==> config.mk <==
export PLATFORM = sky130hd
export DESIGN_NAME = accumulator_cpu_8bit_step
export DESIGN_NICKNAME = d
export VERILOG_FILES = /design/src/acc8_pkg.sv /design/src/acc8_ram.sv /design/src/accumulator_cpu_8bit_step.sv
export VERILOG_INCLUDE_DIRS = /design/src /design/src/src
export SDC_FILE = /design/constraint.sdc
export NUM_CORES = 2
export LEC_CHECK = 0
export BUFFER_PORTS_ARGS = -buffer_cell sky130_fd_sc_hd__buf_4
export CAP_MARGIN = 20
export CORE_MARGIN = 4
export CORE_UTILIZATION = 45
export CTS_BUF_LIST = sky130_fd_sc_hd__clkbuf_8
export DETAILED_ROUTE_END_ITERATION = 12
export PLACE_DENSITY = 0.64
export REMOVE_ABC_BUFFERS = 1
export SETUP_SLACK_MARGIN = 0.2
export SLEW_MARGIN = 20
export SYNTH_ARGS = -nofsm -noshare
export SYNTH_HDL_FRONTEND = slang
export SYNTH_HIERARCHICAL = 1
export SYNTH_SLANG_ARGS = --single-unit
export TNS_END_PERCENT = 50
==> constraint.sdc <==
create_clock -name clk_i -period 16 [get_ports clk_i]
set_clock_uncertainty 0.15 [all_clocks]
set_input_delay 0.8 -clock clk_i [delete_from_list [all_inputs] [get_ports clk_i]]
set_output_delay 0.8 -clock clk_i [all_outputs]
set_load 0.02 [all_outputs]
==> src/accumulator_cpu_8bit_step_defines.svh <==
// assertion macros shared by the accumulator cpu rtl
`ifndef ACCUMULATOR_CPU_8BIT_STEP_DEFINES_SVH
`define ACCUMULATOR_CPU_8BIT_STEP_DEFINES_SVH

// same-cycle implication, sampled on clk_i, off while rst_ni is low
`define ACC8_ASSERT_NOW(lbl, ante, cons, msg) \
  lbl: assert property (@(posedge clk_i) disable iff (!rst_ni) (ante) |-> (cons)) \
    else $error(msg);

// next-cycle implication, sampled on clk_i, off while rst_ni is low
`define ACC8_ASSERT_NEXT(lbl, ante, cons, msg) \
  lbl: assert property (@(posedge clk_i) disable iff (!rst_ni) (ante) |=> (cons)) \
    else $error(msg);

`endif

==> src/acc8_pkg.sv <==
// types, opcodes, decoder and alu function for the accumulator cpu
package acc8_pkg;

  localparam int unsigned MemDepth = 256;
  localparam int unsigned AddrW    = $clog2(MemDepth);

  typedef logic [7:0]       byte_t;
  typedef logic [AddrW-1:0] addr_t;

  // item operation codes
  typedef enum logic [1:0] {
    OP_WRITE   = 2'd0,
    OP_READ    = 2'd1,
    OP_RESTART = 2'd2,
    OP_EXEC    = 2'd3
  } oper_e;

  // configuration register index
  localparam logic [0:0] REG_START = 1'b0;

  // instruction opcodes
  localparam byte_t OPC_LOAD_IMM  = 8'h00;
  localparam byte_t OPC_LOAD_DIR  = 8'h40;
  localparam byte_t OPC_LOAD_IND  = 8'hC0;
  localparam byte_t OPC_STORE_DIR = 8'h48;
  localparam byte_t OPC_STORE_IND = 8'hC8;
  localparam byte_t OPC_ADD_IMM   = 8'h20;
  localparam byte_t OPC_ADD_DIR   = 8'h60;
  localparam byte_t OPC_ADD_IND   = 8'hE0;
  localparam byte_t OPC_SUB_IMM   = 8'h21;
  localparam byte_t OPC_SUB_DIR   = 8'h61;
  localparam byte_t OPC_SUB_IND   = 8'hE1;
  localparam byte_t OPC_NAND_IMM  = 8'h22;
  localparam byte_t OPC_NAND_DIR  = 8'h62;
  localparam byte_t OPC_NAND_IND  = 8'hE2;
  localparam byte_t OPC_JUMP      = 8'h10;
  localparam byte_t OPC_BRN       = 8'h11;
  localparam byte_t OPC_BRZ       = 8'h12;
  localparam byte_t OPC_IN_DIR    = 8'h49;
  localparam byte_t OPC_IN_IND    = 8'hC9;
  localparam byte_t OPC_OUT_DIR   = 8'h41;
  localparam byte_t OPC_OUT_IND   = 8'hC1;

  typedef enum logic [3:0] {
    K_LOAD, K_STORE, K_ADD, K_SUB, K_NAND,
    K_JUMP, K_BRN, K_BRZ, K_IN, K_OUT, K_BAD
  } kind_e;

  // how many memory hops follow the operand byte to reach the working value
  typedef enum logic [1:0] {
    M_IMM,
    M_DIR,
    M_IND
  } mode_e;

  typedef struct packed {
    kind_e kind;
    mode_e mode;
  } dec_t;

  typedef enum logic [2:0] {
    S_IDLE,
    S_RD,
    S_F_OP,
    S_F_ARG,
    S_F_DIR,
    S_F_IND,
    S_EXEC,
    S_FIN
  } state_e;

  // one access on the memory port
  typedef struct packed {
    logic  we;
    addr_t addr;
    byte_t wdata;
  } mem_req_t;

  // result item, last field in the lowest bits
  typedef struct packed {
    logic  bad_opcode;
    logic  halted;
    logic  in_taken;
    byte_t out_data;
    logic  out_valid;
    byte_t read_data;
    byte_t accumulator;
    byte_t program_counter;
  } res_t;

  // for store and in, the working value is the target address
  function automatic dec_t decode(input byte_t opc);
    dec_t d;
    d.kind = K_BAD;
    d.mode = M_IMM;
    unique case (opc)
      OPC_LOAD_IMM:  d = '{K_LOAD,  M_IMM};
      OPC_LOAD_DIR:  d = '{K_LOAD,  M_DIR};
      OPC_LOAD_IND:  d = '{K_LOAD,  M_IND};
      OPC_STORE_DIR: d = '{K_STORE, M_IMM};
      OPC_STORE_IND: d = '{K_STORE, M_DIR};
      OPC_ADD_IMM:   d = '{K_ADD,   M_IMM};
      OPC_ADD_DIR:   d = '{K_ADD,   M_DIR};
      OPC_ADD_IND:   d = '{K_ADD,   M_IND};
      OPC_SUB_IMM:   d = '{K_SUB,   M_IMM};
      OPC_SUB_DIR:   d = '{K_SUB,   M_DIR};
      OPC_SUB_IND:   d = '{K_SUB,   M_IND};
      OPC_NAND_IMM:  d = '{K_NAND,  M_IMM};
      OPC_NAND_DIR:  d = '{K_NAND,  M_DIR};
      OPC_NAND_IND:  d = '{K_NAND,  M_IND};
      OPC_JUMP:      d = '{K_JUMP,  M_IMM};
      OPC_BRN:       d = '{K_BRN,   M_IMM};
      OPC_BRZ:       d = '{K_BRZ,   M_IMM};
      OPC_IN_DIR:    d = '{K_IN,    M_IMM};
      OPC_IN_IND:    d = '{K_IN,    M_DIR};
      OPC_OUT_DIR:   d = '{K_OUT,   M_DIR};
      OPC_OUT_IND:   d = '{K_OUT,   M_IND};
      default:       d = '{K_BAD,   M_IMM};
    endcase
    return d;
  endfunction

  function automatic byte_t alu(input kind_e kind, input byte_t a, input byte_t b);
    byte_t r;
    unique case (kind)
      K_LOAD:  r = b;
      K_ADD:   r = a + b;
      K_SUB:   r = a - b;
      K_NAND:  r = ~(a & b);
      default: r = a;
    endcase
    return r;
  endfunction

endpackage

==> src/acc8_ram.sv <==
// 256-byte single-port memory with registered read, reads zero until written
module acc8_ram import acc8_pkg::*; (
  input  logic     clk_i,
  input  logic     rst_ni,
  input  mem_req_t req_i,
  output byte_t    rdata_o
);

  byte_t                 mem_q [MemDepth];
  logic [MemDepth-1:0]   vld_q;
  byte_t                 rd_q;
  logic                  rd_vld_q;

  always_ff @(posedge clk_i) begin
    if (req_i.we) begin
      mem_q[req_i.addr] <= req_i.wdata;
    end
    rd_q <= mem_q[req_i.addr];
  end

  // per-byte valid bits give the all-zero reset image without a clearing pass
  always_ff @(posedge clk_i or negedge rst_ni) begin
    if (!rst_ni) begin
      vld_q    <= '0;
      rd_vld_q <= 1'b0;
    end else begin
      if (req_i.we) begin
        vld_q[req_i.addr] <= 1'b1;
      end
      rd_vld_q <= vld_q[req_i.addr];
    end
  end

  assign rdata_o = rd_vld_q ? rd_q : '0;

endmodule

==> src/accumulator_cpu_8bit_step.sv <==
// top level of the 8-bit accumulator cpu: item sequencer, registers, apb port
//
// Takes one item at a time and returns one result item for it. Memory write
// and restart go straight to the final step, memory read passes one read
// step, and an execute item fetches its opcode and operand byte, then makes
// no memory hop when the operand byte is the working value (immediate, jump,
// branch, direct store and direct in), otherwise one memory hop or two; a
// machine that is halted or in error goes straight to the final step, and
// an unknown opcode stops after the opcode fetch. The sequence is set by the
// single memory port with registered read data, which the sequencer walks
// one access per cycle: opcode, operand, pointer, data, then a write for
// store and in. s_axis_tready is high only while no item is in work; a
// finished result waits in the output register until taken. The memory reads
// as all zero right after reset with no clearing pass.
module accumulator_cpu_8bit_step import acc8_pkg::*; (
  input  logic        clk_i,
  input  logic        rst_ni,
  // item in
  input  logic        s_axis_tvalid,
  output logic        s_axis_tready,
  input  logic [15:0] s_axis_tdata,  // address[7:0], data[15:8]
  input  logic [1:0]  s_axis_tuser,  // operation[1:0]
  // result out
  output logic        m_axis_tvalid,
  input  logic        m_axis_tready,
  // program_counter[7:0], accumulator[15:8], read_data[23:16], out_valid[24],
  // out_data[32:25], in_taken[33], halted[34], bad_opcode[35], zeros[39:36]
  output logic [39:0] m_axis_tdata,
  // configuration
  input  logic        psel,
  input  logic        penable,
  input  logic        pwrite,
  input  logic [2:0]  paddr,
  input  logic [31:0] pwdata,
  output logic [31:0] prdata,
  output logic        pready
);

  state_e   state_q, state_d;
  byte_t    pc_q, pc_d;
  byte_t    acc_q, acc_d;
  logic     halt_q, halt_d;
  logic     err_q, err_d;
  byte_t    start_q;
  kind_e    kind_q, kind_d;
  mode_e    mode_q, mode_d;
  byte_t    val_q, val_d;
  byte_t    data_q, data_d;
  byte_t    rd_q, rd_d;
  logic     ov_q, ov_d;
  byte_t    od_q, od_d;
  logic     it_q, it_d;
  res_t     res_q, res_d;
  logic     tvalid_q, tvalid_d;

  mem_req_t mem_req;
  byte_t    mem_rdata;
  dec_t     dec;
  oper_e    oper;
  addr_t    in_addr;
  byte_t    in_data;
  logic     in_acc;
  logic     out_free;
  logic     cfg_wr;
  byte_t    pc_next;
  byte_t    pc_step;

  assign oper     = oper_e'(s_axis_tuser);
  assign in_addr  = s_axis_tdata[7:0];
  assign in_data  = s_axis_tdata[15:8];
  assign in_acc   = s_axis_tvalid && s_axis_tready;
  assign out_free = !tvalid_q || m_axis_tready;
  assign dec      = decode(mem_rdata);
  assign pc_step  = pc_q + 8'd2;

  assign s_axis_tready = (state_q == S_IDLE);
  assign m_axis_tvalid = tvalid_q;
  assign m_axis_tdata  = {4'b0, res_q};

  acc8_ram u_ram (
    .clk_i   (clk_i),
    .rst_ni  (rst_ni),
    .req_i   (mem_req),
    .rdata_o (mem_rdata)
  );

  // apb port, single register
  assign pready = 1'b1;
  assign cfg_wr = psel && penable && pwrite && (paddr[2] == REG_START);
  assign prdata = (paddr[2] == REG_START) ? {24'b0, start_q} : '0;

  always_ff @(posedge clk_i or negedge rst_ni) begin
    if (!rst_ni) begin
      start_q <= '0;
    end else if (cfg_wr) begin
      start_q <= pwdata[7:0];
    end
  end

  // next state
  always_comb begin
    state_d = state_q;
    unique case (state_q)
      S_IDLE: begin
        if (in_acc) begin
          unique case (oper)
            OP_WRITE:   state_d = S_FIN;
            OP_READ:    state_d = S_RD;
            OP_RESTART: state_d = S_FIN;
            OP_EXEC:    state_d = (halt_q || err_q) ? S_FIN : S_F_OP;
            default:    state_d = S_FIN;
          endcase
        end
      end
      S_RD:    state_d = S_FIN;
      S_F_OP:  state_d = (dec.kind == K_BAD) ? S_FIN : S_F_ARG;
      S_F_ARG: state_d = (mode_q == M_IMM) ? S_EXEC : S_F_DIR;
      S_F_DIR: state_d = (mode_q == M_IND) ? S_F_IND : S_EXEC;
      S_F_IND: state_d = S_EXEC;
      S_EXEC:  state_d = S_FIN;
      S_FIN:   state_d = out_free ? S_IDLE : S_FIN;
      default: state_d = S_IDLE;
    endcase
  end

  // branch target or fall-through
  always_comb begin
    unique case (kind_q)
      K_JUMP:  pc_next = val_q;
      K_BRN:   pc_next = acc_q[7] ? val_q : pc_step;
      K_BRZ:   pc_next = (acc_q == 8'd0) ? val_q : pc_step;
      default: pc_next = pc_step;
    endcase
  end

  // datapath and memory port
  always_comb begin
    pc_d     = pc_q;
    acc_d    = acc_q;
    halt_d   = halt_q;
    err_d    = err_q;
    kind_d   = kind_q;
    mode_d   = mode_q;
    val_d    = val_q;
    data_d   = data_q;
    rd_d     = rd_q;
    ov_d     = ov_q;
    od_d     = od_q;
    it_d     = it_q;
    res_d    = res_q;
    tvalid_d = tvalid_q && !m_axis_tready;
    mem_req  = '{we: 1'b0, addr: pc_q, wdata: acc_q};

    unique case (state_q)
      S_IDLE: begin
        if (in_acc) begin
          data_d = in_data;
          rd_d   = '0;
          ov_d   = 1'b0;
          od_d   = '0;
          it_d   = 1'b0;
          unique case (oper)
            OP_WRITE:   mem_req = '{we: 1'b1, addr: in_addr, wdata: in_data};
            OP_READ:    mem_req.addr = in_addr;
            OP_RESTART: begin
              pc_d   = start_q;
              halt_d = 1'b0;
              err_d  = 1'b0;
            end
            OP_EXEC:    mem_req.addr = pc_q;
            default:    mem_req.addr = pc_q;
          endcase
        end
      end
      S_RD: rd_d = mem_rdata;
      S_F_OP: begin
        kind_d       = dec.kind;
        mode_d       = dec.mode;
        mem_req.addr = pc_q + 8'd1;
        if (dec.kind == K_BAD) begin
          err_d = 1'b1;
        end
      end
      S_F_ARG, S_F_DIR: begin
        val_d        = mem_rdata;
        mem_req.addr = mem_rdata;
      end
      S_F_IND: val_d = mem_rdata;
      S_EXEC: begin
        acc_d  = alu(kind_q, acc_q, val_q);
        pc_d   = pc_next;
        halt_d = (pc_next == 8'd0);
        if (kind_q == K_STORE) begin
          mem_req = '{we: 1'b1, addr: val_q, wdata: acc_q};
        end
        if (kind_q == K_IN) begin
          mem_req = '{we: 1'b1, addr: val_q, wdata: data_q};
          it_d    = 1'b1;
        end
        if (kind_q == K_OUT) begin
          ov_d = 1'b1;
          od_d = val_q;
        end
      end
      S_FIN: begin
        if (out_free) begin
          tvalid_d = 1'b1;
          res_d    = '{bad_opcode:      err_q,
                       halted:          halt_q,
                       in_taken:        it_q,
                       out_data:        od_q,
                       out_valid:       ov_q,
                       read_data:       rd_q,
                       accumulator:     acc_q,
                       program_counter: pc_q};
        end
      end
      default: ;
    endcase
  end

  always_ff @(posedge clk_i or negedge rst_ni) begin
    if (!rst_ni) begin
      state_q  <= S_IDLE;
      pc_q     <= '0;
      acc_q    <= '0;
      halt_q   <= 1'b0;
      err_q    <= 1'b0;
      tvalid_q <= 1'b0;
    end else begin
      state_q  <= state_d;
      pc_q     <= pc_d;
      acc_q    <= acc_d;
      halt_q   <= halt_d;
      err_q    <= err_d;
      tvalid_q <= tvalid_d;
    end
  end

  always_ff @(posedge clk_i) begin
    kind_q <= kind_d;
    mode_q <= mode_d;
    val_q  <= val_d;
    data_q <= data_d;
    rd_q   <= rd_d;
    ov_q   <= ov_d;
    od_q   <= od_d;
    it_q   <= it_d;
    res_q  <= res_d;
  end

`include "accumulator_cpu_8bit_step_defines.svh"

  `ACC8_ASSERT_NEXT(a_accept_leaves_idle, s_axis_tvalid && s_axis_tready, state_q != S_IDLE, "accepted item did not start work")
  `ACC8_ASSERT_NOW(a_result_from_fin, $rose(m_axis_tvalid), $past(state_q) == S_FIN, "result raised outside final step")
  `ACC8_ASSERT_NOW(a_fetch_only_running, state_q == S_F_OP, !halt_q && !err_q, "fetch started on a stopped machine")

endmodule

---- Word level (Yosys, flattened, before mapping) ----
Memory sizes are Yosys's and may differ from the RTL's. A register that Yosys moved wholly into a read port is not among the register bits.
Index checks and enable logic that the tools add are counted.
word-level totals
  bits in latches ......................... 0
  word-level logic and storage cells ...... 165
  output and inout port bits .............. 75
  register bits ........................... 363
  memories kept ........................... 1
  memory bits (writable) .................. 2048
  ROM bits ................................ 0
memories
  memory       words  bits a word  read ports  clocked after memory_dff  write ports  RTL line       text
  u_ram.mem_q  256    8            1           1                         1            acc8_ram.sv:9  byte_t mem_q [MemDepth];
cells by class
  reduce and logical (&&, ||, !) cells .... 34
  shift operators ......................... 0
  equal/unequal tests ..................... 46
  multiply operators ...................... 0
  muxes and demuxes ....................... 49
  order comparisons ....................... 2
  add/sub/neg operators ................... 4
  div/mod/pow operators ................... 0
  bitwise operators ....................... 4
operators with widths
  kind                                                        number
  OR 256 bit                                                  1
  case mux 6 bit (21 select lines)                            1
  two-way mux 8 bit                                           10
  case mux 8 bit (2 select lines)                             4
  case mux 8 bit (4 select lines)                             2
  equality test 8 x 7 -> 1 bit, second input constant         7
  equality test 8 bit, second input constant                  7
  two-way mux 17 bit                                          3
  equality test 8 x 5 -> 1 bit, second input constant         3
  equality test 8 x 6 -> 1 bit, second input constant         3
  logical NOT 8 bit                                           3
  case mux 8 bit (3 select lines)                             1
  case mux 3 bit (7 select lines)                             1
  equality test 4 x 3 -> 1 bit, second input constant         4
  two-way mux 1 bit                                           13
  equality test 3 bit, second input constant                  4
  equality test 4 bit, second input constant                  3
  two-way mux 3 bit                                           4
  case mux 1 bit (2 select lines)                             5
  less-than comparator 8 x 9 -> 1 bit, second input constant  1
  case mux 3 bit (3 select lines)                             1
  AND reduction 3 bit                                         3
  adder 8 x 1 -> 8 bit, second input constant                 1
  adder 8 x 2 -> 8 bit, second input constant                 1
  29 further kinds                                            53

---- Logic depth before layout (Yosys ltp) ----
  depth after elaboration ................. 10
  mapped depth ............................ 16
  gate-level depth less buffers ........... 11

---- Modules after synthesis ----
The synthesis kept the hierarchy.
modules (own cells, without submodules)
  module                     instances  cells each  seq. area each (µm²)  area an instance (µm²)
  acc8_ram                   1          4207        68090.3               88373.5
  accumulator_cpu_8bit_step  1          615         3032.9                6252.2

---- Worst setup path before layout ----
OpenSTA, ideal clock, no wires.
  path kind ............................... input to register
  start point ............................. input port s_axis_tuser[1]
  end point ............................... memory u_ram/mem_q[0][2] in the netlist's numbering, data pin
  buffers on the path ..................... 2
  library setup time ...................... 1.515 ns
  data required time ...................... 14.335 ns
  arrival ................................. 4.482 ns
  path slack .............................. 9.853 ns
  stages .................................. 6
  path through ............................ nand2b_1 clkbuf_1 nor3_2 buf_2 nand2_1 nand3_1
RTL lines
  element          RTL line                         text
  start, declared  accumulator_cpu_8bit_step.sv:22  input logic [1:0] s_axis_tuser,
  end, declared    acc8_ram.sv:9

==> impl_metrics.yaml <==
clock_tree:
  tritoncts_num_sinks: 2419
  cts_resized: 0
  ctsLongestPathBuffers: 4
  cts.reportedPaths.clkPinSlew_ns: 0.06
  cts_buffers: 396
  clock_tree_from_tritoncts: "yes"
  htree_levels: 5
  clk_root_buffer_cell: "sky130_fd_sc_hd__clkbuf_8"
  clock_latency_ns: 1.05
  postCtsHoldBufs: 22
  post_cts_buffers: 0
grt:
  grt_start_max_net_pins: 225
  grtUsageTotal_pct: 21.0
  grt_pass1_vias: 49100
  grt_antenna_before_repair: 7
  grt-ovfl-total: 0
  grt_pass1_wl_um: 338000
placed_design:
  dpl.hpwl_um: 130000
  port-buffer-count: 79
  routabilityCongestion: 0.840
worst_setup_path:
  crit_required_ns: 16.70
  cpPeakStageDelay_ns: 1.10
  endpoint_kind: "register"
  critPathMaxFanout: 121
  startpoint_type: "register"
  r2r_end: "u_ram/rd_vld_q"
  reg2reg_depth: 14
  critical_path_arrival_ns: 7.81
  crit_slowest_cell: "sky130_fd_sc_hd__o41ai_1"
  critical_path_class: "reg2reg"
  gate_family_responsible_for_the_most_delay_along_the_worst_path: "compound AO/OA/AOI/OAI gates"
  crit_chain: "and2_1, a21oi_1, o31ai_1, a31oi_1, o21ai_1, o21a_4, buf_4, buf_4, buf_12, mux4_2, a22oi_1, a21oi_1, o41ai_1, nand4_1"
  rrSetupSlack_ns: 8.89
  source_of_the_worst_register_to_register_timing_path: "u_ram/rd_vld_q"
  cp_bufs_invs: 3
floorplan:
  die-width_um: 467
  initial_utilization_pct: 45.2
  floorplan.die.height_um: 467
  design.die.area_sq_mm: 0.218
  fp.coreArea_sq_mm: 0.209
  num_io_pins: 135
  number_of_cell_rows: 168
detailed_routing:
  route.detailed.vias_per_inst: 5.91
  ant_nets: 0
  route.detailed.drc: 0
  drt_iter0_drc: 5389
  num_vias: 48800
  routed_wirelength_um: 230000
  wl_per_cell_um: 27.8
  drt_pre_antenna_iters: 8
timing:
  worst_pin_slew_ns: 1.35
  maxSlewHeadroom_pct: 9.10
  fin_hold_ws_ns: 0.265
  period_minus_slack_ns: 7.11
  setup-tns-final_ns: 0
  slew_violations: 0
  final-hold-violation-count: 0
  part_of_the_cycle_the_worst_path_needs_pct: 44.5
  grt_setup_unrepaired: "no"
  finalSetupViolations: 0
  max_freq_mhz: 141
hold_path:
  min_delay_worst_endpoint: "m_axis_tdata[19]"
  min_path_cells: 0
  min_from: "rd_q[3]"
  hold_path_class: "reg2reg"
synth:
  postSynthAreaPerCell_sq_um: 19.6
  top_reg_cell_synth: "sky130_fd_sc_hd__edfxtp_1"
  synth_enable_flop_cells: 2124
  synth_top_area_share_pct: 67.4
  yosysMostFrequentCell: "sky130_fd_sc_hd__edfxtp_1"
  synth_top_cells_by_count: "sky130_fd_sc_hd__edfxtp_1, sky130_fd_sc_hd__mux4_2, sky130_fd_sc_hd__a22oi_1"
  cell_count_after_synthesis: 4822
  syn-cell-area_sq_mm: 0.0946
  synth_seq_cells: 2419
  postSynth.asyncResetShare_pct: 11.9
  synth.yosys.seq_area_share_pct: 75.2
  ys.warnings.count: 6
  synth_cell_types: 86
  synth_top_cell_by_area: "sky130_fd_sc_hd__edfxtp_1"
  ys_top_cells_by_area: "sky130_fd_sc_hd__edfxtp_1, sky130_fd_sc_hd__mux4_2, sky130_fd_sc_hd__dfrtp_1"
run_status:
  outcome: "finished, final reports clean"
cells_and_area:
  finish.net_count: 5214
  post_route_cells_drive_above_1_share_pct: 29.4
  layout_filler_cell_count: 16800
  layout-area-overhead-vs-synth_pct: 12.4
pwr:
  power.ir.vdd_worst_mv: 0.251
  cellPowerDensity_mw_per_mm2: 217
  power.total_uw: 23100
  p_leak_uw: 0.0362
job:
  drv_cap: 0
cell families (layout without fill, tap and decap cells):
family          Yosys count  in the layout  synth area share, %
mux                     595            595                 13.9
buf+inv                 345            953                 1.69
compound gates          623            623                 4.45
simple gates            806            806                 4.39
flops                  2419           2419                 75.2
xor+xnor                 20             20                0.205
fa+ha+maj                12             12                0.167
other cells               2             33              0.00794
layer usage:
metal  share of wire [%]  wire length, um  global-route usage, %  up-vias
met5              0.0035                8                      0        -
li1                    -                -                      -    20200
met1                  42            95700                   30.6    25900
met4                 3.1             7100                   6.98        2
met3                 8.3            19100                   4.21      438
met2                  47           108000                   32.1     2247
state kept, by name (all words and copies together) (netlist names), 2 cells and up:
name / flops
state_q: 3
start_q: 8
kind_q: 4
u_ram/mem_q: 2048
m_axis_tdata: 36
pc_q: 8
data_q: 8
val_q: 8
rd_q: 8
mode_q: 2
acc_q: 8
u_ram/rd_q: 8
od_q: 8
u_ram/vld_q: 256
layout by cell type (no fill, tap or decap), types with 12 or more instances in the layout:
cell type,instances
sky130_fd_sc_hd__o41ai_1,25
sky130_fd_sc_hd__a21oi_1,180
sky130_fd_sc_hd__dlygate4sd3_1,22
sky130_fd_sc_hd__a22oi_1,300
sky130_fd_sc_hd__nand2b_1,12
sky130_fd_sc_hd__nand2_1,73
sky130_fd_sc_hd__conb_1,29
sky130_fd_sc_hd__nand3_1,24
sky130_fd_sc_hd__dfrtp_1,287
sky130_fd_sc_hd__mux4_2,576
sky130_fd_sc_hd__o21ai_0,24
sky130_fd_sc_hd__nor2b_1,19
sky130_fd_sc_hd__nor2_1,281
sky130_fd_sc_hd__inv_1,186
sky130_fd_sc_hd__or2_2,259
sky130_fd_sc_hd__nand4_1,16
sky130_fd_sc_hd__and2_1,24
sky130_fd_sc_hd__buf_4,185
sky130_fd_sc_hd__clkbuf_8,456
sky130_fd_sc_hd__edfxtp_1,2124
sky130_fd_sc_hd__o21ai_1,12
sky130_fd_sc_hd__clkinv_1,34
sky130_fd_sc_hd__nor3_1,36
sky130_fd_sc_hd__clkinv_2,34
worst reg2reg max path, delay by kind of cell, from the launching register on:
| kind | cells | cell delay [ns] |
|---|---|---|
| muxes | 1 | 0.68 |
| and+or+nand+nor | 2 | 0.69 |
| AOI/OAI and AO/OA | 8 | 2.87 |
| DFF | 1 | 0.43 |
| buffers and inverters | 3 | 2.10 |
how the worst max path moves through the flow:
stage                     slack, ns                   to           start  cells after the start
after detailed placement       8.73       u_ram/rd_vld_q   s_axis_tvalid                     13
final                          8.89       u_ram/rd_vld_q  u_ram/rd_vld_q                     14
after global placement         8.81       u_ram/rd_vld_q   s_axis_tvalid                     13
after global routing           8.51       u_ram/rd_vld_q  u_ram/rd_vld_q                     14
after CTS                      8.79       u_ram/rd_vld_q  u_ram/rd_vld_q                     14
after floorplan              -14.97  u_ram/mem_q[133][0]      state_q[0]                      9
power breakdown:
group	internal, uW	switching [uW]	leakage, uW	total (uW)
Clock	2700	2360	0.00450	5060
Combinational	3710	6140	0.00849	9850
Sequential	8000	164	0.0232	8160
Total	14400	8660	0.0362	23100
layout make-up:
class,instances,area (sq um),area share [%]
diodes,4,10.0,0.00941
flip-flops and latches,2419,71100,66.9
multi-input cells,2085,22300,20.9
repair buffers,221,1860,1.75
clock inverters,257,1240,1.17
clock buffers,456,6280,5.90
inverters,19,71.3,0.0670
well taps,2805,3510,3.30
metrics by stage:
| stage | worst slack [ns] | std cells | cell area (sq um) | util [%] |
|---|---|---|---|---|
| after floorplan | -14.97 | 4523 | 93200 | - |
| after global placement | 8.81 | 7525 | 98500 | 47.0 |
| after detailed placement | 8.73 | 7525 | 98500 | 47.1 |
| after CTS | 8.79 | 8260 | 106000 | 50.7 |
| after global routing | 8.51 | 8264 | 106000 | 50.8 |
| final | 8.89 | 8266 | 106000 | 50.8 |
Power figures use the tool's default switching activity.
